### config.mk
export PLATFORM = sky130hd
export DESIGN_NAME = button_dimmer_channels_top
export DESIGN_NICKNAME = d
export VERILOG_FILES = /design/src/hdl/bdc_pkg.sv /design/src/hdl/bdc_cfg.sv /design/src/hdl/bdc_store.sv /design/src/hdl/bdc_step.sv /design/src/hdl/button_dimmer_channels_top.sv
export VERILOG_INCLUDE_DIRS = /design/src /design/src/hdl
export SDC_FILE = /design/constraint.sdc
export NUM_CORES = 2
export LEC_CHECK = 0
export BUFFER_PORTS_ARGS = -buffer_cell sky130_fd_sc_hd__buf_2
export CAP_MARGIN = 0
export CORE_ASPECT_RATIO = 0.75
export CORE_UTILIZATION = 44
export CTS_CLUSTER_DIAMETER = 30
export DETAILED_ROUTE_END_ITERATION = 12
export SLEW_MARGIN = 20
export SYNTH_ARGS = -nofsm -noshare
export SYNTH_HDL_FRONTEND = slang
export SYNTH_HIERARCHICAL = 1
export SYNTH_SLANG_ARGS = --single-unit
export TNS_END_PERCENT = 5
### constraint.sdc
create_clock -name clk -period 20.1 [get_ports clk]
set_input_delay 1.005 -clock clk [delete_from_list [all_inputs] [get_ports clk]]
set_output_delay 1.005 -clock clk [all_outputs]
set_load 0.03 [all_outputs]
### src/hdl/button_dimmer_channels_top_assert.svh
// Assertion macros shared by the dimmer channel bank.
`ifndef BUTTON_DIMMER_CHANNELS_TOP_ASSERT_SVH
`define BUTTON_DIMMER_CHANNELS_TOP_ASSERT_SVH

`ifndef NO_ASSERTIONS

// Clocked check, switched off while reset is asserted.
`define BDC_ASSERT(label, prop, msg) \
	label: assert property (@(posedge clk) disable iff (!arst_n) (prop)) else $error(msg);

// Clocked check that a condition never holds.
`define BDC_ASSERT_NEVER(label, cond, msg) \
	`BDC_ASSERT(label, !(cond), msg)

`else

`define BDC_ASSERT(label, prop, msg)
`define BDC_ASSERT_NEVER(label, cond, msg)

`endif

`endif

### src/hdl/bdc_pkg.sv
// Types and codes shared by the dimmer channel bank.
`timescale 1ns / 1ps

package bdc_pkg;

	// Item function codes.
	localparam logic [1:0] FUNC_PROC  = 2'd0;
	localparam logic [1:0] FUNC_WRITE = 2'd1;
	localparam logic [1:0] FUNC_READ  = 2'd2;

	// Value selectors for write and read items.
	localparam logic [3:0] VID_PRESS = 4'd0;
	localparam logic [3:0] VID_MODE  = 4'd1;
	localparam logic [3:0] VID_LEVEL = 4'd2;

	// Channel modes.
	localparam logic [2:0] MODE_OFF  = 3'd0;
	localparam logic [2:0] MODE_ON   = 3'd1;
	localparam logic [2:0] MODE_AUTO = 3'd2;
	localparam logic [2:0] MODE_UP   = 3'd3;
	localparam logic [2:0] MODE_DOWN = 3'd4;

	// Configuration register indexes.
	localparam logic [2:0] CFG_LONG_PRESS = 3'd0;
	localparam logic [2:0] CFG_STEP_PRESS = 3'd1;
	localparam logic [2:0] CFG_LEVEL_MIN  = 3'd2;
	localparam logic [2:0] CFG_LEVEL_MAX  = 3'd3;
	localparam logic [2:0] CFG_LEVEL_STEP = 3'd4;
	localparam logic [2:0] CFG_HOLD       = 3'd5;
	localparam logic [2:0] CFG_RAMP       = 3'd6;

	// Press word layout.
	localparam int PRESS_BIT = 15;

	typedef struct packed {
		logic [14:0] long_press_ms;
		logic [14:0] step_press_ms;
		logic [15:0] level_min;
		logic [15:0] level_max;
		logic [15:0] level_step;
		logic [15:0] hold_timeout_ms;
		logic [15:0] ramp_period_ms;
	} cfg_t;

	typedef struct packed {
		logic [15:0] press_word;
		logic [2:0]  mode;
		logic [15:0] level;
		logic [31:0] press_time;
	} chan_state_t;

endpackage

### src/hdl/bdc_cfg.sv
// Configuration register file of the dimmer channel bank.
`timescale 1ns / 1ps

module bdc_cfg (
	input  logic          clk,
	input  logic          arst_n,
	input  logic          cfg_valid,
	output logic          cfg_ready,
	input  logic [2:0]    cfg_index,
	input  logic [15:0]   cfg_data,
	output bdc_pkg::cfg_t cfg
);

	bdc_pkg::cfg_t cfg_q;

	// Writes are taken in any cycle.
	assign cfg_ready = 1'b1;
	assign cfg       = cfg_q;

	// Register writes; an index past the list is dropped.
	always_ff @(posedge clk or negedge arst_n) begin
		if (!arst_n) begin
			cfg_q.long_press_ms   <= 15'd500;
			cfg_q.step_press_ms   <= 15'd50;
			cfg_q.level_min       <= 16'd10;
			cfg_q.level_max       <= 16'd255;
			cfg_q.level_step      <= 16'd10;
			cfg_q.hold_timeout_ms <= 16'd1000;
			cfg_q.ramp_period_ms  <= 16'd50;
		end else if (cfg_valid && cfg_ready) begin
			unique case (cfg_index)
				bdc_pkg::CFG_LONG_PRESS: cfg_q.long_press_ms   <= cfg_data[14:0];
				bdc_pkg::CFG_STEP_PRESS: cfg_q.step_press_ms   <= cfg_data[14:0];
				bdc_pkg::CFG_LEVEL_MIN:  cfg_q.level_min       <= cfg_data;
				bdc_pkg::CFG_LEVEL_MAX:  cfg_q.level_max       <= cfg_data;
				bdc_pkg::CFG_LEVEL_STEP: cfg_q.level_step      <= cfg_data;
				bdc_pkg::CFG_HOLD:       cfg_q.hold_timeout_ms <= cfg_data;
				bdc_pkg::CFG_RAMP:       cfg_q.ramp_period_ms  <= cfg_data;
				default: begin
				end
			endcase
		end
	end

endmodule

### src/hdl/bdc_store.sv
// Per-channel state store: one read port and one write port.
`timescale 1ns / 1ps

module bdc_store #(
	parameter int CHANNELS = 16,
	parameter int IDX_W    = 4
) (
	input  logic                 clk,
	input  logic                 arst_n,
	input  logic [IDX_W-1:0]     rd_idx,
	output bdc_pkg::chan_state_t rd_state,
	input  logic                 wr_en,
	input  logic [IDX_W-1:0]     wr_idx,
	input  bdc_pkg::chan_state_t wr_state
);

	bdc_pkg::chan_state_t state_q [CHANNELS];

	// The read is combinational so that an update lands before the next word.
	assign rd_state = state_q[rd_idx];

	// All channels clear to off, level zero, no pending press.
	always_ff @(posedge clk or negedge arst_n) begin
		if (!arst_n) begin
			for (int i = 0; i < CHANNELS; i++) begin
				state_q[i] <= '0;
			end
		end else if (wr_en) begin
			state_q[wr_idx] <= wr_state;
		end
	end

endmodule

### src/hdl/bdc_step.sv
// Next-state and result logic for one channel and one word.
`timescale 1ns / 1ps

module bdc_step (
	input  bdc_pkg::cfg_t        cfg,
	input  bdc_pkg::chan_state_t cur,
	input  logic                 in_range,
	input  logic [1:0]           func,
	input  logic [3:0]           value_id,
	input  logic [15:0]          value,
	input  logic [31:0]          now_ms,
	output bdc_pkg::chan_state_t nxt,
	output logic                 wr_en,
	output logic [15:0]          read_data,
	output logic [15:0]          level_out,
	output logic                 level_changed
);

	logic [14:0] dur;
	logic        is_long;
	logic        step_ok;
	logic [31:0] elapsed;
	logic [15:0] sum_up;
	logic [16:0] down_floor;
	logic        below_floor;
	logic [15:0] auto_level;
	logic [15:0] rd;
	logic        we;

	// Shared compares and adds.
	assign dur         = cur.press_word[14:0];
	assign is_long     = dur >= cfg.long_press_ms;
	assign step_ok     = dur >= cfg.step_press_ms;
	assign elapsed     = now_ms - cur.press_time;
	assign sum_up      = cur.level + cfg.level_step;
	assign down_floor  = {1'b0, cfg.level_min} + {1'b0, cfg.level_step};
	assign below_floor = {1'b0, cur.level} < down_floor;

	// Function decode and channel update.
	always_comb begin
		nxt        = cur;
		rd         = '0;
		we         = 1'b0;
		auto_level = cur.level;
		unique case (func)
			bdc_pkg::FUNC_PROC: begin
				we = 1'b1;
				if (cur.press_word[bdc_pkg::PRESS_BIT]) begin
					// A pending press acts on mode and level, then is consumed.
					nxt.press_time = now_ms;
					nxt.press_word = '0;
					unique case (cur.mode) inside
						bdc_pkg::MODE_OFF: begin
							if (is_long) begin
								nxt.level = cfg.level_min;
								nxt.mode  = bdc_pkg::MODE_UP;
							end else begin
								nxt.level = '0;
								nxt.mode  = bdc_pkg::MODE_AUTO;
							end
						end
						bdc_pkg::MODE_ON, bdc_pkg::MODE_AUTO: begin
							if (is_long) begin
								nxt.mode = bdc_pkg::MODE_DOWN;
							end else begin
								nxt.level = '0;
								nxt.mode  = bdc_pkg::MODE_OFF;
							end
						end
						bdc_pkg::MODE_UP: begin
							if (step_ok) begin
								nxt.level = (sum_up > cfg.level_max) ? cfg.level_min : sum_up;
							end
						end
						bdc_pkg::MODE_DOWN: begin
							if (step_ok) begin
								nxt.level = below_floor ? cfg.level_max
									: cur.level - cfg.level_step;
							end
						end
						default: begin
						end
					endcase
				end else if (cur.mode == bdc_pkg::MODE_UP || cur.mode == bdc_pkg::MODE_DOWN) begin
					// Manual ramping falls back to on after the hold time.
					if (elapsed > {16'd0, cfg.hold_timeout_ms}) begin
						nxt.mode       = bdc_pkg::MODE_ON;
						nxt.press_time = '0;
					end
				end else if (cur.mode == bdc_pkg::MODE_AUTO) begin
					// Automatic ramp counts up once per period and stops at the top.
					if (elapsed > {16'd0, cfg.ramp_period_ms}) begin
						auto_level     = cur.level + 16'd1;
						nxt.press_time = now_ms;
					end
					nxt.level = auto_level;
					if (auto_level == cfg.level_max) begin
						nxt.mode       = bdc_pkg::MODE_ON;
						nxt.press_time = '0;
					end
				end
			end
			bdc_pkg::FUNC_WRITE: begin
				unique case (value_id)
					bdc_pkg::VID_PRESS: begin
						we             = 1'b1;
						nxt.press_word = value;
					end
					bdc_pkg::VID_MODE: begin
						we       = 1'b1;
						nxt.mode = (value > 16'd4) ? bdc_pkg::MODE_OFF : value[2:0];
					end
					bdc_pkg::VID_LEVEL: begin
						we        = 1'b1;
						nxt.level = value;
					end
					default: begin
					end
				endcase
			end
			bdc_pkg::FUNC_READ: begin
				unique case (value_id)
					bdc_pkg::VID_PRESS: rd = cur.press_word;
					bdc_pkg::VID_MODE:  rd = {13'd0, cur.mode};
					bdc_pkg::VID_LEVEL: rd = cur.level;
					default:            rd = '0;
				endcase
			end
			default: begin
			end
		endcase
	end

	// A channel past the bank touches nothing and reports zeros.
	assign wr_en         = we && in_range;
	assign read_data     = in_range ? rd : 16'd0;
	assign level_out     = in_range ? nxt.level : 16'd0;
	assign level_changed = in_range && (func == bdc_pkg::FUNC_PROC) && (nxt.level != cur.level);

endmodule

### src/hdl/button_dimmer_channels_top.sv
// Top level of the button-driven dimmer channel bank.
`timescale 1ns / 1ps

// A bank of CHANNELS dimmer channels whose state sits in flip-flops. Each word
// on the request channel is taken into an input register, and once the output
// register is free one read-modify-write of the addressed channel produces the
// result word in the output register and updates the store at the same edge, so
// a word can be accepted every cycle while the output is not stalled, including
// back to back on one channel. The single channel-store access per cycle sets this rate.
// The output register holds a result while rsp_stall is high, and the input
// register keeps one more word until it frees up. Configuration writes are taken
// in any cycle (cfg_ready is tied high) and must only be made while the bank idles.
module button_dimmer_channels_top #(
	parameter int CHANNELS = 16
) (
	input  logic        clk,
	input  logic        arst_n,
	input  logic        req_valid,
	output logic        req_stall,
	input  logic [1:0]  func,
	input  logic [3:0]  channel,
	input  logic [3:0]  value_id,
	input  logic [15:0] value,
	input  logic [31:0] now_ms,
	output logic        rsp_valid,
	input  logic        rsp_stall,
	output logic [3:0]  channel_out,
	output logic [15:0] read_data,
	output logic [15:0] level_out,
	output logic        level_changed,
	input  logic        cfg_valid,
	output logic        cfg_ready,
	input  logic [2:0]  cfg_index,
	input  logic [15:0] cfg_data
);

	localparam int IDX_W = (CHANNELS > 1) ? $clog2(CHANNELS) : 1;

	bdc_pkg::cfg_t        cfg;
	bdc_pkg::chan_state_t cur_state;
	bdc_pkg::chan_state_t nxt_state;

	logic        valid_s1;
	logic [1:0]  func_s1;
	logic [3:0]  channel_s1;
	logic [3:0]  value_id_s1;
	logic [15:0] value_s1;
	logic [31:0] now_s1;

	logic        rsp_valid_q;
	logic [3:0]  channel_out_q;
	logic [15:0] read_data_q;
	logic [15:0] level_out_q;
	logic        level_changed_q;

	logic        advance;
	logic        accept;
	logic        in_range;
	logic        step_we;
	logic        store_we;
	logic [15:0] step_rd;
	logic [15:0] step_level;
	logic        step_changed;

	// Handshake: the input register moves on whenever the output register frees.
	assign advance   = !rsp_valid_q || !rsp_stall;
	assign req_stall = valid_s1 && !advance;
	assign accept    = req_valid && !req_stall;
	assign in_range  = {1'b0, channel_s1} < 5'(CHANNELS);
	assign store_we  = valid_s1 && advance && step_we;

	// Input register.
	always_ff @(posedge clk or negedge arst_n) begin
		if (!arst_n) begin
			valid_s1 <= 1'b0;
		end else if (accept) begin
			valid_s1 <= 1'b1;
		end else if (advance) begin
			valid_s1 <= 1'b0;
		end
	end

	always_ff @(posedge clk) begin
		if (accept) begin
			func_s1     <= func;
			channel_s1  <= channel;
			value_id_s1 <= value_id;
			value_s1    <= value;
			now_s1      <= now_ms;
		end
	end

	bdc_cfg u_cfg (
		.clk       (clk),
		.arst_n    (arst_n),
		.cfg_valid (cfg_valid),
		.cfg_ready (cfg_ready),
		.cfg_index (cfg_index),
		.cfg_data  (cfg_data),
		.cfg       (cfg)
	);

	bdc_store #(
		.CHANNELS (CHANNELS),
		.IDX_W    (IDX_W)
	) u_store (
		.clk      (clk),
		.arst_n   (arst_n),
		.rd_idx   (channel_s1[IDX_W-1:0]),
		.rd_state (cur_state),
		.wr_en    (store_we),
		.wr_idx   (channel_s1[IDX_W-1:0]),
		.wr_state (nxt_state)
	);

	bdc_step u_step (
		.cfg           (cfg),
		.cur           (cur_state),
		.in_range      (in_range),
		.func          (func_s1),
		.value_id      (value_id_s1),
		.value         (value_s1),
		.now_ms        (now_s1),
		.nxt           (nxt_state),
		.wr_en         (step_we),
		.read_data     (step_rd),
		.level_out     (step_level),
		.level_changed (step_changed)
	);

	// Output register.
	always_ff @(posedge clk or negedge arst_n) begin
		if (!arst_n) begin
			rsp_valid_q <= 1'b0;
		end else if (advance) begin
			rsp_valid_q <= valid_s1;
		end
	end

	always_ff @(posedge clk) begin
		if (advance && valid_s1) begin
			channel_out_q   <= channel_s1;
			read_data_q     <= step_rd;
			level_out_q     <= step_level;
			level_changed_q <= step_changed;
		end
	end

	assign rsp_valid     = rsp_valid_q;
	assign channel_out   = channel_out_q;
	assign read_data     = read_data_q;
	assign level_out     = level_out_q;
	assign level_changed = level_changed_q;

`include "button_dimmer_channels_top_assert.svh"

	// The request side only stalls when the input register is holding a word.
	`BDC_ASSERT(a_stall_needs_word, req_stall |-> valid_s1, "stall without a held word")
	// A held word reaches the output register once that register frees.
	`BDC_ASSERT(a_word_moves, (valid_s1 && advance) |=> rsp_valid, "held word was lost")
	// Only process words report a level change, and they never return read data.
	`BDC_ASSERT(a_change_no_read, (rsp_valid && level_changed) |-> (read_data == 16'd0),
		"level change reported with read data")
	// A channel past the bank reports zeros.
	`BDC_ASSERT_NEVER(a_out_of_range,
		rsp_valid && ({1'b0, channel_out} >= 5'(CHANNELS)) && (level_out != 16'd0 || level_changed),
		"channel past the bank reported a level")

endmodule

==> impl_metrics.toml <==
[timing]
final_number_of_hold_violating_endpoints = 0
fmax_mhz = 91.2
finalWorstPathRequiredPeriod_ns = 10.96
slew-limit-headroom_pct = 22.5
grt_setup_unrepaired = "false"
post_route_fraction_of_the_period_consumed_by_the_critical_path_pct = 54.5
timing.final.ws_setup_ns = 9.14
finalSetupViolCount = 0
slew_violations = 0
final.setup_skew_ns = 0.0644
tightest_slew_ns = 1.16
fin_tns_setup_ns = 0

[critical_path]
critPathRequiredTime_ns = 20.64
critPathSlowestCell = "buf_4"
critical_path_class = "flip-flop to flip-flop"
crit_path_max_fanout = 42
worst_r2r_endpoint = "level_changed$_DFFE_PP_"
cp_slowest_stage_delay_ns = 0.81
reg2regPathDepth = 30
worst-endpoint-arrival_ns = 11.50
setup.reg_to_reg.worst_slack_ns = 9.14
r2r_start = "channel_s1[0]$_DFFE_PP_"
setup.worst_path.end_class = "flip-flop"
worst_path_most_repeated_cell = "buf_4"
critPathLaunchType = "flip-flop"

[route]
initialDrtViolationCount = 4459
drt.antenna.violating_nets = 0
detailedRoute.firstPassIterationCount = 10
finalWirelength_microns = 211000
drt_drc_violations_left = 24
route.detailed.wl_per_inst_microns = 28.7
detail_route.vias_per_cell = 6.13
detailroute.via_count = 45092

[flow_run]
max_cap_viol_count = 0

[yosys]
synthDistinctLibCells = 100
synthesis.area_sq_um = 66400
synth_enable_flop_cells = 95
ys.flop_type = "dfrtp_1"
syn_inst = 5031
number_of_synthesis_warnings = 6
yosys_register_bits = 1279
yosysSeqAreaShare_pct = 49.0
synthesis.area_per_instance_sq_um = 13.2
asyncSetResetFlopFracSynth_pct = 92.6

[cts]
number_of_setup_buffers_added_after_cts = 0
tritoncts = "done"
cts.path.max_buffers = 3
ctsResizeCount = 0
insertion_delay_ns = 0.86
cts.reportedPaths.clkPinSlew_ns = 0.05
htree_num_levels = 4
clock_sink_count = 1279
cts_made_buffers = 228
postCtsHoldBufs = 0
clock-root-buffer = "clkbuf_16"

[placement]
finalWeightedCongestion = 1.01
buffer_ports.inserted = 120
place_worst_setup_slack_ns = 9.22
placedInstanceArea_sq_um = 69200
place_hpwl_microns = 133000

[global_routing]
grt_start_max_net_pins = 176
antenna_violations_before_repair = 4
grt_first_pass_wirelength_microns = 315000
first_global_vias = 46024
grt_util_all_layers_pct = 27.7
grt_overflow = 0

[die]
floorplan.die.height_microns = 338
pin_count = 122
core_sq_um = 150000
row_count = 123
die_area_sq_um = 152000
effective_utilization_at_floorplan_pct = 44.3
floorplan.die.width_microns = 451

[cells_and_area]
nFillCells = 12750
synthToLayoutAreaGrowth_pct = 16.8
layout.cells.most_common = "dfrtp_1"
finalNetCount = 5406
postLayoutCellArea_sq_um = 77600
layout-drive-gt1-share_pct = 41.4
final_util_pct = 51.7
most_frequent_cells_in_the_layout = "1154 x dfrtp_1, 1134 x mux2_2, 268 x mux4_2"

[pwr]
post-layout-total-power_mw = 7.66
vdd.ir_drop.worst_mv = 0.0975
power_leakage_nw = 35.9
power-per-cell-area_nw_per_um2 = 98.8

[run_status]
failed_checks = "design-rule violations"
outcome = "finished, violations left"

[hold_path]
worst_hold_path_type = "input pin to async pin"
==> worst max-delay path by stage <==
stage,startpoint,to,slack (ns),depth (start not counted)
floorplan,channel_s1[0]$_DFFE_PP_,level_changed$_DFFE_PP_,12.88,27
global placement,channel_s1[1]$_DFFE_PP_,u_store/state_q[115]$_DFFE_PN0P_,9.18,27
detailed placement,channel_s1[0]$_DFFE_PP_,level_changed$_DFFE_PP_,9.22,29
CTS,channel_s1[0]$_DFFE_PP_,level_changed$_DFFE_PP_,9.16,30
global route,channel_s1[0]$_DFFE_PP_,level_changed$_DFFE_PP_,8.32,30
finish,channel_s1[0]$_DFFE_PP_,level_changed$_DFFE_PP_,9.14,30
==> sequential cells by signal (all words and copies together) (netlist names) <==
signal,flops
channel_out,4
channel_s1,4
func_s1,2
level_changed,1
level_out,16
now_s1,32
read_data,16
rsp_valid,1
u_cfg/cfg,110
u_store/state_q,1072
valid_s1,1
value_id_s1,4
value_s1,16
==> through the flow <==
| step | instances | hold slack, ns |
|---|---|---|
| finish | 7358 | 0.166 |
| floorplan | 5040 | 0.458 |
| detailed placement | 6919 | 0.440 |
| CTS | 7354 | 0.146 |
| global route | 7354 | 0.207 |
| global placement | 6919 | 0.428 |
==> cells by family (layout without fill, tap and decap cells) <==
logic type / Yosys count / in the layout / synth area share (%)
AO/OA/AOI/OAI: 789 / 789 / 8.28
flip-flops: 1279 / 1279 / 49.0
AND/OR/NAND/NOR: 668 / 668 / 5.12
XOR/XNOR: 89 / 89 / 1.17
other: 2 / 15 / 0.0113
adder cells (fa/ha/maj): 175 / 175 / 3.34
multiplexers: 1470 / 1470 / 29.5
buffers and inverters: 559 / 873 / 3.59
==> cell usage after synthesis (24+ instances only) <==
cell	n	share of area [%]
o21ai_0	115	0.87
o21ai_2	30	0.40
clkbuf_1	215	1.2
nor3_1	53	0.40
edfxtp_1	95	4.3
mux4_2	268	9.1
buf_2	124	0.93
a31oi_1	28	0.26
nor2_1	130	0.73
and2_1	31	0.29
inv_1	174	0.98
a21oi_1	134	1.0
nand2_1	219	1.2
nand3_1	42	0.32
mux2_2	1134	19
a211oi_1	24	0.27
a22oi_1	230	2.6
ha_1	171	3.2
dfstp_2	30	1.2
nand4_1	39	0.37
xor2_1	34	0.45
mux2_1	42	0.71
a21o_1	30	0.34
o21a_1	25	0.28
xnor2_1	55	0.73
dfrtp_1	1154	43
==> area by class of cell <==
cell class	instances	area [sq um]	area share (%)
clock buffer	280	6280	8.09
sequential	1279	32500	41.9
clock inverter	155	2090	2.70
timing repair buffer	263	1740	2.24
inverter	175	657	0.847
tap	2000	2500	3.23
antenna	4	10.0	0.0129
multi-input combinational	3202	31800	41.0
==> critical path: cells and delay by family, from the launching register on <==
| family | cells | cell delay [ns] |
|---|---|---|
| buf+inv | 5 | 3.10 |
| mux | 1 | 0.61 |
| simple gates | 10 | 2.64 |
| xor+xnor | 1 | 0.16 |
| compound gates | 11 | 2.81 |
| flops | 1 | 0.35 |
| fa+ha+maj | 2 | 0.86 |
==> metal layers <==
| layer | wire (microns) | part of all wire [%] | global-route usage [%] |
|---|---|---|---|
| met3 | 15300 | 7.3 | 5.41 |
| met4 | 4500 | 2.1 | 7.27 |
| met5 | 14 | 0.0066 | 0 |
| met2 | 93200 | 44 | 40.6 |
| met1 | 98200 | 46 | 41.8 |
==> report_power, final <==
group	switching, mW	total [mW]	internal, mW
Sequential	0.0845	2.78	2.70
Clock	1.44	4.11	2.67
Combinational	0.482	0.766	0.284
Power figures use the tool's default switching activity.
